===== config.mk =====
export PLATFORM = sky130hd
export DESIGN_NAME = breath_touch_to_midi_encoder
export DESIGN_NICKNAME = d
export VERILOG_FILES = /design/src/rtl/core/btm_pkg.sv /design/src/rtl/core/btm_cal.sv /design/src/rtl/core/btm_play.sv /design/src/rtl/core/breath_touch_to_midi_encoder.sv
export SDC_FILE = /design/constraint.sdc
export NUM_CORES = 2
export LEC_CHECK = 0
export BUFFER_PORTS_ARGS = -buffer_cell sky130_fd_sc_hd__buf_2
export CORE_AREA = 3 3 395 397
export DETAILED_ROUTE_END_ITERATION = 7
export DIE_AREA = 0 0 398 400
export PLACE_DENSITY = 0.72
export SYNTH_ARGS = -nofsm -noshare
export SYNTH_HDL_FRONTEND = slang
export SYNTH_HIERARCHICAL = 1
export SYNTH_SLANG_ARGS = --single-unit

===== constraint.sdc =====
create_clock -name i_clk -period 20.3 [get_ports i_clk]
set_clock_uncertainty 0.1 [all_clocks]
set_input_delay 4.06 -clock i_clk [delete_from_list [all_inputs] [get_ports i_clk]]
set_output_delay 4.06 -clock i_clk [all_outputs]
set_load 0.01 [all_outputs]

===== src/rtl/core/btm_pkg.sv =====
// ---------------------------------------------------------------------------
// btm_pkg: shared types and constants for the breath/touch MIDI encoder
// Field widths, calibration store geometry, MIDI codes and the note table.
// ---------------------------------------------------------------------------
`default_nettype none

package btm_pkg;

    localparam int NUM_KEYS    = 6;
    localparam int TIME_W      = 16;
    localparam int BREATH_W    = 8;
    localparam int VOL_W       = 7;
    localparam int CAL_SAMPLES = 11;
    localparam int CAL_AW      = $clog2(CAL_SAMPLES);
    localparam int ROW_W       = NUM_KEYS * TIME_W;

    localparam logic [CAL_AW-1:0] MED_IDX  = CAL_AW'(CAL_SAMPLES / 2);
    localparam logic [CAL_AW-1:0] LAST_IDX = CAL_AW'(CAL_SAMPLES - 1);

    // volume = blow * 127 / 47 as a reciprocal multiply, exact for blow < 47
    localparam logic [BREATH_W-1:0] BREATH_FULL = 8'h2F;
    localparam logic [VOL_W-1:0]    VOL_MAX     = 7'd127;
    localparam int                  VOL_MUL_W   = 20;
    localparam logic [VOL_MUL_W-1:0] VOL_MUL    = 20'd708406;
    localparam int                  VOL_SHIFT   = 18;
    localparam int                  VOL_PROD_W  = 26;

    // config register indexes
    localparam logic CFG_MEDIAN_OFFSET = 1'b0;
    localparam logic CFG_SILENCE_LEVEL = 1'b1;

    // MIDI codes
    localparam logic [7:0] MIDI_CC       = 8'hB0;
    localparam logic [7:0] MIDI_NOTE_ON  = 8'h90;
    localparam logic [7:0] MIDI_ALL_OFF  = 8'h7B;
    localparam logic [7:0] MIDI_VOLUME   = 8'h07;
    localparam logic [7:0] MIDI_BEND     = 8'hE0;
    localparam logic [7:0] MIDI_ZERO     = 8'h00;

    // byte run positions: all-off 0..2, note-on 3..5, volume 6..8, bend 9..11
    localparam logic [3:0] RUN_FIRST  = 4'd0;
    localparam logic [3:0] RUN_VOLUME = 4'd6;
    localparam logic [3:0] RUN_OFF_END = 4'd2;
    localparam logic [3:0] RUN_END    = 4'd11;

    localparam logic [VOL_W-1:0] NOTE_OTHER = 7'd27;

    typedef logic [NUM_KEYS-1:0][TIME_W-1:0] t_times;

    typedef struct packed {
        t_times              thr;
        logic [BREATH_W-1:0] base;
        logic                busy;
    } t_cal_out;

    function automatic logic [VOL_W-1:0] note_for_mask(input logic [NUM_KEYS-1:0] mask);
        logic [VOL_W-1:0] note;
        case (mask)
            6'h3F:   note = 7'd62;
            6'h3E:   note = 7'd64;
            6'h3C:   note = 7'd66;
            6'h38:   note = 7'd67;
            6'h30:   note = 7'd69;
            6'h20:   note = 7'd71;
            6'h00:   note = 7'd73;
            6'h1F:   note = 7'd74;
            default: note = NOTE_OTHER;
        endcase
        return note;
    endfunction

endpackage

`default_nettype wire


===== src/rtl/core/btm_cal.sv =====
// ---------------------------------------------------------------------------
// btm_cal: calibration store and threshold unit
// Rows of the sorted store hold one entry of all six channels. An insertion
// walks down from the run's fill index, one read and one write per row, a write alone at row 0.
// ---------------------------------------------------------------------------
`default_nettype none

module btm_cal (
    input  wire logic                              i_clk,
    input  wire logic                              i_rst_n,
    input  wire logic                              i_start,
    input  wire btm_pkg::t_times                   i_times,
    input  wire logic [btm_pkg::BREATH_W-1:0]      i_breath,
    input  wire logic [btm_pkg::TIME_W-1:0]        i_median_offset,
    output btm_pkg::t_cal_out                      o_cal
);

    typedef enum logic [2:0] {
        S_IDLE,
        S_RD,
        S_WR,
        S_MRD,
        S_MWR
    } t_state;

    t_state                              r_state;
    logic [btm_pkg::CAL_AW-1:0]          r_count;
    logic [btm_pkg::CAL_AW-1:0]          r_k;
    btm_pkg::t_times                     r_v;
    btm_pkg::t_times                     r_above;
    btm_pkg::t_times                     r_thr;
    logic [btm_pkg::NUM_KEYS-1:0]        r_done;
    logic [btm_pkg::BREATH_W-1:0]        r_breath;
    logic [btm_pkg::BREATH_W-1:0]        r_base;

    logic [btm_pkg::ROW_W-1:0]           r_mem [btm_pkg::CAL_SAMPLES];
    logic [btm_pkg::ROW_W-1:0]           r_rd_data;

    btm_pkg::t_times                     w_rd_row;
    btm_pkg::t_times                     n_row;
    logic [btm_pkg::NUM_KEYS-1:0]        n_done;
    logic                                w_rd_en;
    logic [btm_pkg::CAL_AW-1:0]          w_rd_addr;
    logic                                w_wr_en;

    assign w_rd_row  = btm_pkg::t_times'(r_rd_data);
    assign w_rd_en   = (r_state == S_RD) || (r_state == S_MRD);
    assign w_rd_addr = (r_state == S_MRD) ? btm_pkg::MED_IDX : r_k - 1'b1;
    assign w_wr_en   = (r_state == S_WR);

    // new contents of row k; at row 0 every channel still open takes its value
    always_comb begin
        for (int ch = 0; ch < btm_pkg::NUM_KEYS; ch++) begin
            if (r_done[ch]) begin
                n_row[ch]  = r_above[ch];
                n_done[ch] = 1'b1;
            end else if ((r_k != '0) && (w_rd_row[ch] > r_v[ch])) begin
                n_row[ch]  = w_rd_row[ch];
                n_done[ch] = 1'b0;
            end else begin
                n_row[ch]  = r_v[ch];
                n_done[ch] = 1'b1;
            end
        end
    end

    always_ff @(posedge i_clk) begin
        if (w_wr_en) begin
            r_mem[r_k] <= btm_pkg::ROW_W'(n_row);
        end
        if (w_rd_en) begin
            r_rd_data <= r_mem[w_rd_addr];
        end
    end

    always_ff @(posedge i_clk) begin
        if (!i_rst_n) begin
            r_state <= S_IDLE;
            r_count <= '0;
            r_thr   <= '0;
            r_base  <= '0;
        end else begin
            case (r_state)
                S_IDLE: begin
                    if (i_start) begin
                        r_v      <= i_times;
                        r_breath <= i_breath;
                        r_k      <= r_count;
                        r_done   <= '0;
                        r_state  <= (r_count == '0) ? S_WR : S_RD;
                    end
                end
                S_RD: begin
                    r_state <= S_WR;
                end
                S_WR: begin
                    r_done  <= n_done;
                    r_above <= w_rd_row;
                    if (r_k != '0) begin
                        r_k     <= r_k - 1'b1;
                        r_state <= (r_k == 1) ? S_WR : S_RD;
                    end else if (r_count == btm_pkg::LAST_IDX) begin
                        r_count <= '0;
                        r_state <= S_MRD;
                    end else begin
                        r_count <= r_count + 1'b1;
                        r_state <= S_IDLE;
                    end
                end
                S_MRD: begin
                    r_state <= S_MWR;
                end
                S_MWR: begin
                    for (int ch = 0; ch < btm_pkg::NUM_KEYS; ch++) begin
                        r_thr[ch] <= w_rd_row[ch] + i_median_offset;
                    end
                    r_base  <= r_breath;
                    r_state <= S_IDLE;
                end
                default: begin
                    r_state <= S_IDLE;
                end
            endcase
        end
    end

    assign o_cal.thr  = r_thr;
    assign o_cal.base = r_base;
    assign o_cal.busy = (r_state != S_IDLE);

endmodule

`default_nettype wire


===== src/rtl/core/btm_play.sv =====
// ---------------------------------------------------------------------------
// btm_play: play frame unit
// Touch mask and note, breath volume, run selection and the byte emitter
// with its output register.
// ---------------------------------------------------------------------------
`default_nettype none

module btm_play (
    input  wire logic                              i_clk,
    input  wire logic                              i_rst_n,
    input  wire logic                              i_start,
    input  wire btm_pkg::t_times                   i_times,
    input  wire logic [btm_pkg::BREATH_W-1:0]      i_breath,
    input  wire btm_pkg::t_cal_out                 i_cal,
    input  wire logic [btm_pkg::VOL_W-1:0]         i_silence_level,
    input  wire logic                              i_stall,
    output logic                                   o_busy,
    output logic                                   o_valid,
    output logic [7:0]                             o_midi_byte,
    output logic                                   o_last
);

    typedef enum logic [2:0] {
        S_IDLE,
        S_MASK,
        S_VOL,
        S_DEC,
        S_EMIT
    } t_state;

    t_state                              r_state;
    btm_pkg::t_times                     r_times;
    logic [btm_pkg::BREATH_W-1:0]        r_breath;
    logic [btm_pkg::BREATH_W-1:0]        r_blow;
    logic [btm_pkg::VOL_W-1:0]           r_note;
    logic [btm_pkg::VOL_W-1:0]           r_vol;
    logic [btm_pkg::VOL_W-1:0]           r_cur_note;
    logic [btm_pkg::VOL_W-1:0]           r_cur_vol;
    logic [3:0]                          r_idx;
    logic [3:0]                          r_end;
    logic                                r_out_valid;
    logic [7:0]                          r_out_byte;
    logic                                r_out_last;

    logic [btm_pkg::NUM_KEYS-1:0]        w_mask;
    logic [btm_pkg::VOL_PROD_W-1:0]      w_prod;
    logic                                w_slot_free;
    logic [7:0]                          w_byte;

    always_comb begin
        for (int ch = 0; ch < btm_pkg::NUM_KEYS; ch++) begin
            w_mask[ch] = (r_times[ch] > i_cal.thr[ch]);
        end
    end

    assign w_prod = btm_pkg::VOL_PROD_W'(r_blow[5:0]) * btm_pkg::VOL_PROD_W'(btm_pkg::VOL_MUL);
    assign w_slot_free = !r_out_valid || !i_stall;

    always_comb begin
        case (r_idx)
            4'd0:    w_byte = btm_pkg::MIDI_CC;
            4'd1:    w_byte = btm_pkg::MIDI_ALL_OFF;
            4'd2:    w_byte = btm_pkg::MIDI_ZERO;
            4'd3:    w_byte = btm_pkg::MIDI_NOTE_ON;
            4'd4:    w_byte = {1'b0, r_note};
            4'd5:    w_byte = {1'b0, r_vol};
            4'd6:    w_byte = btm_pkg::MIDI_CC;
            4'd7:    w_byte = btm_pkg::MIDI_VOLUME;
            4'd8:    w_byte = {1'b0, r_vol};
            4'd9:    w_byte = btm_pkg::MIDI_BEND;
            default: w_byte = btm_pkg::MIDI_ZERO;
        endcase
    end

    always_ff @(posedge i_clk) begin
        if (!i_rst_n) begin
            r_state     <= S_IDLE;
            r_cur_note  <= '0;
            r_cur_vol   <= '0;
            r_out_valid <= 1'b0;
        end else begin
            if (!i_stall) begin
                r_out_valid <= 1'b0;
            end
            case (r_state)
                S_IDLE: begin
                    if (i_start) begin
                        r_times  <= i_times;
                        r_breath <= i_breath;
                        r_state  <= S_MASK;
                    end
                end
                S_MASK: begin
                    r_note  <= btm_pkg::note_for_mask(w_mask);
                    r_blow  <= (r_breath > i_cal.base) ? r_breath - i_cal.base : '0;
                    r_state <= S_VOL;
                end
                S_VOL: begin
                    r_vol   <= (r_blow >= btm_pkg::BREATH_FULL) ? btm_pkg::VOL_MAX
                               : w_prod[btm_pkg::VOL_SHIFT +: btm_pkg::VOL_W];
                    r_state <= S_DEC;
                end
                S_DEC: begin
                    r_cur_note <= r_note;
                    r_cur_vol  <= r_vol;
                    if (r_vol <= i_silence_level) begin
                        r_idx <= btm_pkg::RUN_FIRST;
                        r_end <= btm_pkg::RUN_OFF_END;
                    end else if ((r_note != r_cur_note) || (r_cur_vol == '0)) begin
                        r_idx <= btm_pkg::RUN_FIRST;
                        r_end <= btm_pkg::RUN_END;
                    end else begin
                        r_idx <= btm_pkg::RUN_VOLUME;
                        r_end <= btm_pkg::RUN_END;
                    end
                    r_state <= S_EMIT;
                end
                S_EMIT: begin
                    if (w_slot_free) begin
                        r_out_valid <= 1'b1;
                        r_out_byte  <= w_byte;
                        r_out_last  <= (r_idx == r_end);
                        r_idx       <= r_idx + 1'b1;
                        if (r_idx == r_end) begin
                            r_state <= S_IDLE;
                        end
                    end
                end
                default: begin
                    r_state <= S_IDLE;
                end
            endcase
        end
    end

    assign o_busy      = (r_state != S_IDLE);
    assign o_valid     = r_out_valid;
    assign o_midi_byte = r_out_byte;
    assign o_last      = r_out_last;

endmodule

`default_nettype wire


===== src/rtl/core/breath_touch_to_midi_encoder.sv =====
// Calibration item: stall held while the store unit walks down from row n for sample n of a
// run, n counted from 0 (one store read and one write per row passed), then while it reads the
// median row on the run's last sample. Play item: the first byte follows the mask, volume and
// decision states, then one byte per cycle while the output is not stalled; runs of 3, 6 or
// 12 bytes. The next item is taken once the run's last byte sits in the output register.
// Synchronous active-low reset clears control, thresholds, base and note state; the sorted
// store has no reset and is only read at rows already written in the current run.
// ---------------------------------------------------------------------------
// breath_touch_to_midi_encoder: breath and key touch to MIDI byte stream
// Routes calibration items to the store unit and play frames to the play unit.
// ---------------------------------------------------------------------------
`default_nettype none

module breath_touch_to_midi_encoder (
    input  wire logic                              i_clk,
    input  wire logic                              i_rst_n,
    input  wire logic                              i_valid,
    output logic                                   o_stall,
    input  wire logic                              i_mode,
    input  wire logic [btm_pkg::TIME_W-1:0]        i_time_0,
    input  wire logic [btm_pkg::TIME_W-1:0]        i_time_1,
    input  wire logic [btm_pkg::TIME_W-1:0]        i_time_2,
    input  wire logic [btm_pkg::TIME_W-1:0]        i_time_3,
    input  wire logic [btm_pkg::TIME_W-1:0]        i_time_4,
    input  wire logic [btm_pkg::TIME_W-1:0]        i_time_5,
    input  wire logic [btm_pkg::BREATH_W-1:0]      i_breath,
    output logic                                   o_valid,
    input  wire logic                              i_stall,
    output logic [7:0]                             o_midi_byte,
    output logic                                   o_last,
    input  wire logic                              i_cfg_valid,
    output logic                                   o_cfg_ready,
    input  wire logic                              i_cfg_index,
    input  wire logic [btm_pkg::TIME_W-1:0]        i_cfg_data
);

    logic [btm_pkg::TIME_W-1:0]  r_median_offset;
    logic [btm_pkg::VOL_W-1:0]   r_silence_level;

    btm_pkg::t_times             w_times;
    btm_pkg::t_cal_out           w_cal;
    logic                        w_play_busy;
    logic                        w_take;

    assign w_times = {i_time_5, i_time_4, i_time_3, i_time_2, i_time_1, i_time_0};
    assign o_stall = w_cal.busy || w_play_busy;
    assign w_take  = i_valid && !o_stall;
    assign o_cfg_ready = 1'b1;

    always_ff @(posedge i_clk) begin
        if (!i_rst_n) begin
            r_median_offset <= 16'd128;
            r_silence_level <= 7'd7;
        end else if (i_cfg_valid) begin
            case (i_cfg_index)
                btm_pkg::CFG_MEDIAN_OFFSET: r_median_offset <= i_cfg_data;
                btm_pkg::CFG_SILENCE_LEVEL: r_silence_level <= i_cfg_data[btm_pkg::VOL_W-1:0];
                default: begin
                end
            endcase
        end
    end

    btm_cal u_cal (
        .i_clk           (i_clk),
        .i_rst_n         (i_rst_n),
        .i_start         (w_take && !i_mode),
        .i_times         (w_times),
        .i_breath        (i_breath),
        .i_median_offset (r_median_offset),
        .o_cal           (w_cal)
    );

    btm_play u_play (
        .i_clk           (i_clk),
        .i_rst_n         (i_rst_n),
        .i_start         (w_take && i_mode),
        .i_times         (w_times),
        .i_breath        (i_breath),
        .i_cal           (w_cal),
        .i_silence_level (r_silence_level),
        .i_stall         (i_stall),
        .o_busy          (w_play_busy),
        .o_valid         (o_valid),
        .o_midi_byte     (o_midi_byte),
        .o_last          (o_last)
    );

endmodule

`default_nettype wire


==> flow_summary_export.csv <==
group,metric,value,unit
synthesis,yosys.area.top_type_share,0.592,
place,gp_congestion,0.917,
setup_path,crit_family,"buffers and inverters",
floorplan,rows,143,
place,portBuffers,137,
final_layout,area_growth,11.1,%
power_and_ir_drop,leakagePower,29.6,nW
sta,tightest_slew,1.34,ns
clock_tree,cts_root_buf,"clkbuf_16",
global_routing,antenna_found_initial,33,
global_routing,grt_max_degree,184,
clock_tree,clk_latency,0.83,ns
synthesis,mappedNetlistNets,6797,
setup_path,critPathKind,"in2reg",
place,place_ws,12.86,ns
synthesis,synth_warnings,6,
route,routed_wl,202000,um
setup_path,cp.required,20.63,ns
floorplan,coreArea,152000,um^2
floorplan,die_h,400,um
synthesis,synthTopCellsByArea,"edfxtp_1, ha_1, dfxtp_1",
hold_path,hp-class,"reg2reg",
setup_path,cpMostUsedCell,"buf_4",
clock_tree,cts_buffers,167,
synthesis,synth-seq-cells,1654,
clock_tree,max-clock-path-buffers,3,
clock_tree,cts_resized,0,
floorplan,start_util,0.501,
setup_path,critical_path.slowest_cell,"buf_4",
route,vias_per_cell,6.09,
route,wl_per_cell,23.7,um
sta,setup_ws,13.66,ns
setup_path,path_max_fanout,64,
synthesis,synth_seq_area_share,0.632,
power_and_ir_drop,ir_drop,0.0000843,V
synthesis,synth_area,76200,um^2
final_layout,drive_gt1_frac,0.0821,
route,vias,51800,
sta,period_share,0.327,
sta,hold_viol,0,
clock_tree,cts_tree,"yes",
run,max_cap_viol_count,0,
setup_path,max_stage_delay,0.80,ns
route,first_pass_iters,6,
setup_path,worst-path-buf-inv,4,
synthesis,synth_top_area_cell,"edfxtp_1",
place,hpwlAfterDp,119000,um
sta,period_minus_slack,6.64,ns
sta,finalMaxSlewViolations,0,
setup_path,worst_setup_path_start_kind,"input port",
floorplan,num_io_pins,139,
floorplan,die_area,159000,um^2
run_status,status,"completed",
setup_path,critical_path_arrival,6.97,ns
final_layout,layout.cells.non_filler,8505,
clock_tree,postCtsHoldBufs,0,
sta,setup_viol,0,
sta,max_freq,151,MHz
synthesis,synth_cell_types,92,
setup_path,worst-path-stages,6,
synthesis,syn_avg_cell_area,12.1,um^2
final_layout,fin_nets,6820,
route,initialDrtViolationCount,5849,
setup_path,cp-end-kind,"flip-flop",
hold_path,hold_path_depth,2,
clock_tree,clk_pin_slew,0.06,ns
global_routing,grt_pass1_wl,302000,um
global_routing,grt_pass1_vias,50000,
sta,tns,0,ns
floorplan,die_x,398,um
clock_tree,htree_levels,4,
power_and_ir_drop,power.density,97.7,nW/um^2
sta,slew_headroom,0.106,
synthesis,synth_edf_count,1502,
sta,rsz0062_at_grt,"no",
synthesis,yosys-top-cells-count,"edfxtp_1, nand2_1, inv_1",
synthesis,syn_inst,6289,
global_routing,gr-total-overflow,0,
clock_tree,numClockSinks,1654,
route,postRouteAntennaNets,0,
setup_path,crit_chain,"buf_4, buf_4, nand2b_1, nor4b_2, buf_4, buf_4",
setup_path,ff2ff_path_depth,9,
global_routing,grt.total_usage,0.249,
clock_tree,post_cts_buffers,0,
synthesis,synth_most_common_cell,"edfxtp_1",
route,drcViolationCount,0,
place,place_inst,8173,
synthesis,ys.flop_type,"edfxtp_1",
synthesis,synthArstFlopShare,0,
[final timing paths]
check | start | slack [ns] | end
setup / recovery | i_rst_n | 13.66 | u_play/r_times[0]
hold / removal | u_cal/r_base[2] | 0.36 | u_cal/r_base[2]
setup reg to reg | u_cal/r_state[0] | 15.19 | u_cal/r_rd_data[13]
hold reg to reg | u_cal/r_base[2] | 0.36 | u_cal/r_base[2]
[cell type report]
| class | count | area (um^2) |
|---|---|---|
| Fill cell | 12100 | 67600 |
| Sequential cell | 1654 | 48100 |
| Multi-Input combinational cell | 3873 | 25300 |
| Clock buffer | 209 | 4450 |
| Tap cell | 2030 | 2540 |
| Inverter | 402 | 1510 |
| Clock inverter | 103 | 1430 |
| Timing Repair Buffer | 214 | 1290 |
| Antenna cell | 20 | 50.0 |
[worst min-delay path, delay by kind of cell, from the launching register on]
kind / cells / cell delay, ns
simple gates: 1 / 0.05
flops: 1 / 0.31
compound gates: 1 / 0.05
[stage by stage]
step	util	power, mW	hold slack [ns]	cell area, um^2
floorplan	-	4.75	0.325	76200
global placement	0.517	5.03	0.341	78800
detailed placement	0.517	5.07	0.346	78800
CTS	0.556	8.30	0.358	84600
global route	0.556	8.57	0.368	84600
finish	0.556	8.28	0.357	84700
[logic make-up (layout without fill, tap and decap cells)]
group / count (synthesis) / count (layout) / synth area share
AO/OA/AOI/OAI: 1606 / 1606 / 0.139
multiplexers: 23 / 23 / 0.00304
adder cells (fa/ha/maj): 381 / 381 / 0.0655
buffers and inverters: 762 / 928 / 0.0385
AND/OR/NAND/NOR: 1815 / 1815 / 0.116
XOR/XNOR: 47 / 47 / 0.00540
flip-flops: 1654 / 1654 / 0.632
other: 1 / 21 / 0.0000492
[cells in the final DEF (no fill, tap or decap), drive strengths merged, types with 47 or more instances in the layout]
master / synthesis / routed
o221ai: 100 / 100
a31oi: 115 / 115
clkinv: 0 / 63
nor2: 317 / 317
nor2b: 237 / 237
ha: 351 / 351
nand3: 280 / 280
clkbuf: 300 / 209
inv: 402 / 409
o21ai: 320 / 320
a22oi: 101 / 101
edfxtp: 1502 / 1502
a21oi: 379 / 379
nand4: 47 / 47
nor3: 54 / 54
dfxtp: 152 / 152
buf: 60 / 214
a311oi: 97 / 97
a21o: 72 / 72
nor3b: 98 / 98
a211oi: 233 / 233
nand2: 612 / 612
[per-layer routing]
metal  share of wire  vias up  wire, um  global-route usage
met3           0.090      430     18200              0.0549
met4           0.034       18      6830              0.0937
met1            0.40    25400     81400               0.331
li1                -    23700         -                   -
met5         0.00058        -       116                   0
met2            0.47     2296     95200               0.402
[power by group]
group | switching (mW) | internal (mW) | total, mW
logic | 0.758 | 0.329 | 1.09
registers | 0.0411 | 3.89 | 3.93
clock network | 1.35 | 1.91 | 3.26
total | 2.15 | 6.13 | 8.28
[registers in the layout, summed over array words and instances, names as in the netlist, 16 cells and up]
signal	count
u_cal/r_mem	1056
r_median_offset	16
u_play/r_times	96
u_cal/r_v	96
u_cal/r_rd_data	96
u_cal/o_cal	96
u_cal/r_above	96
Power figures use the tool's default switching activity.
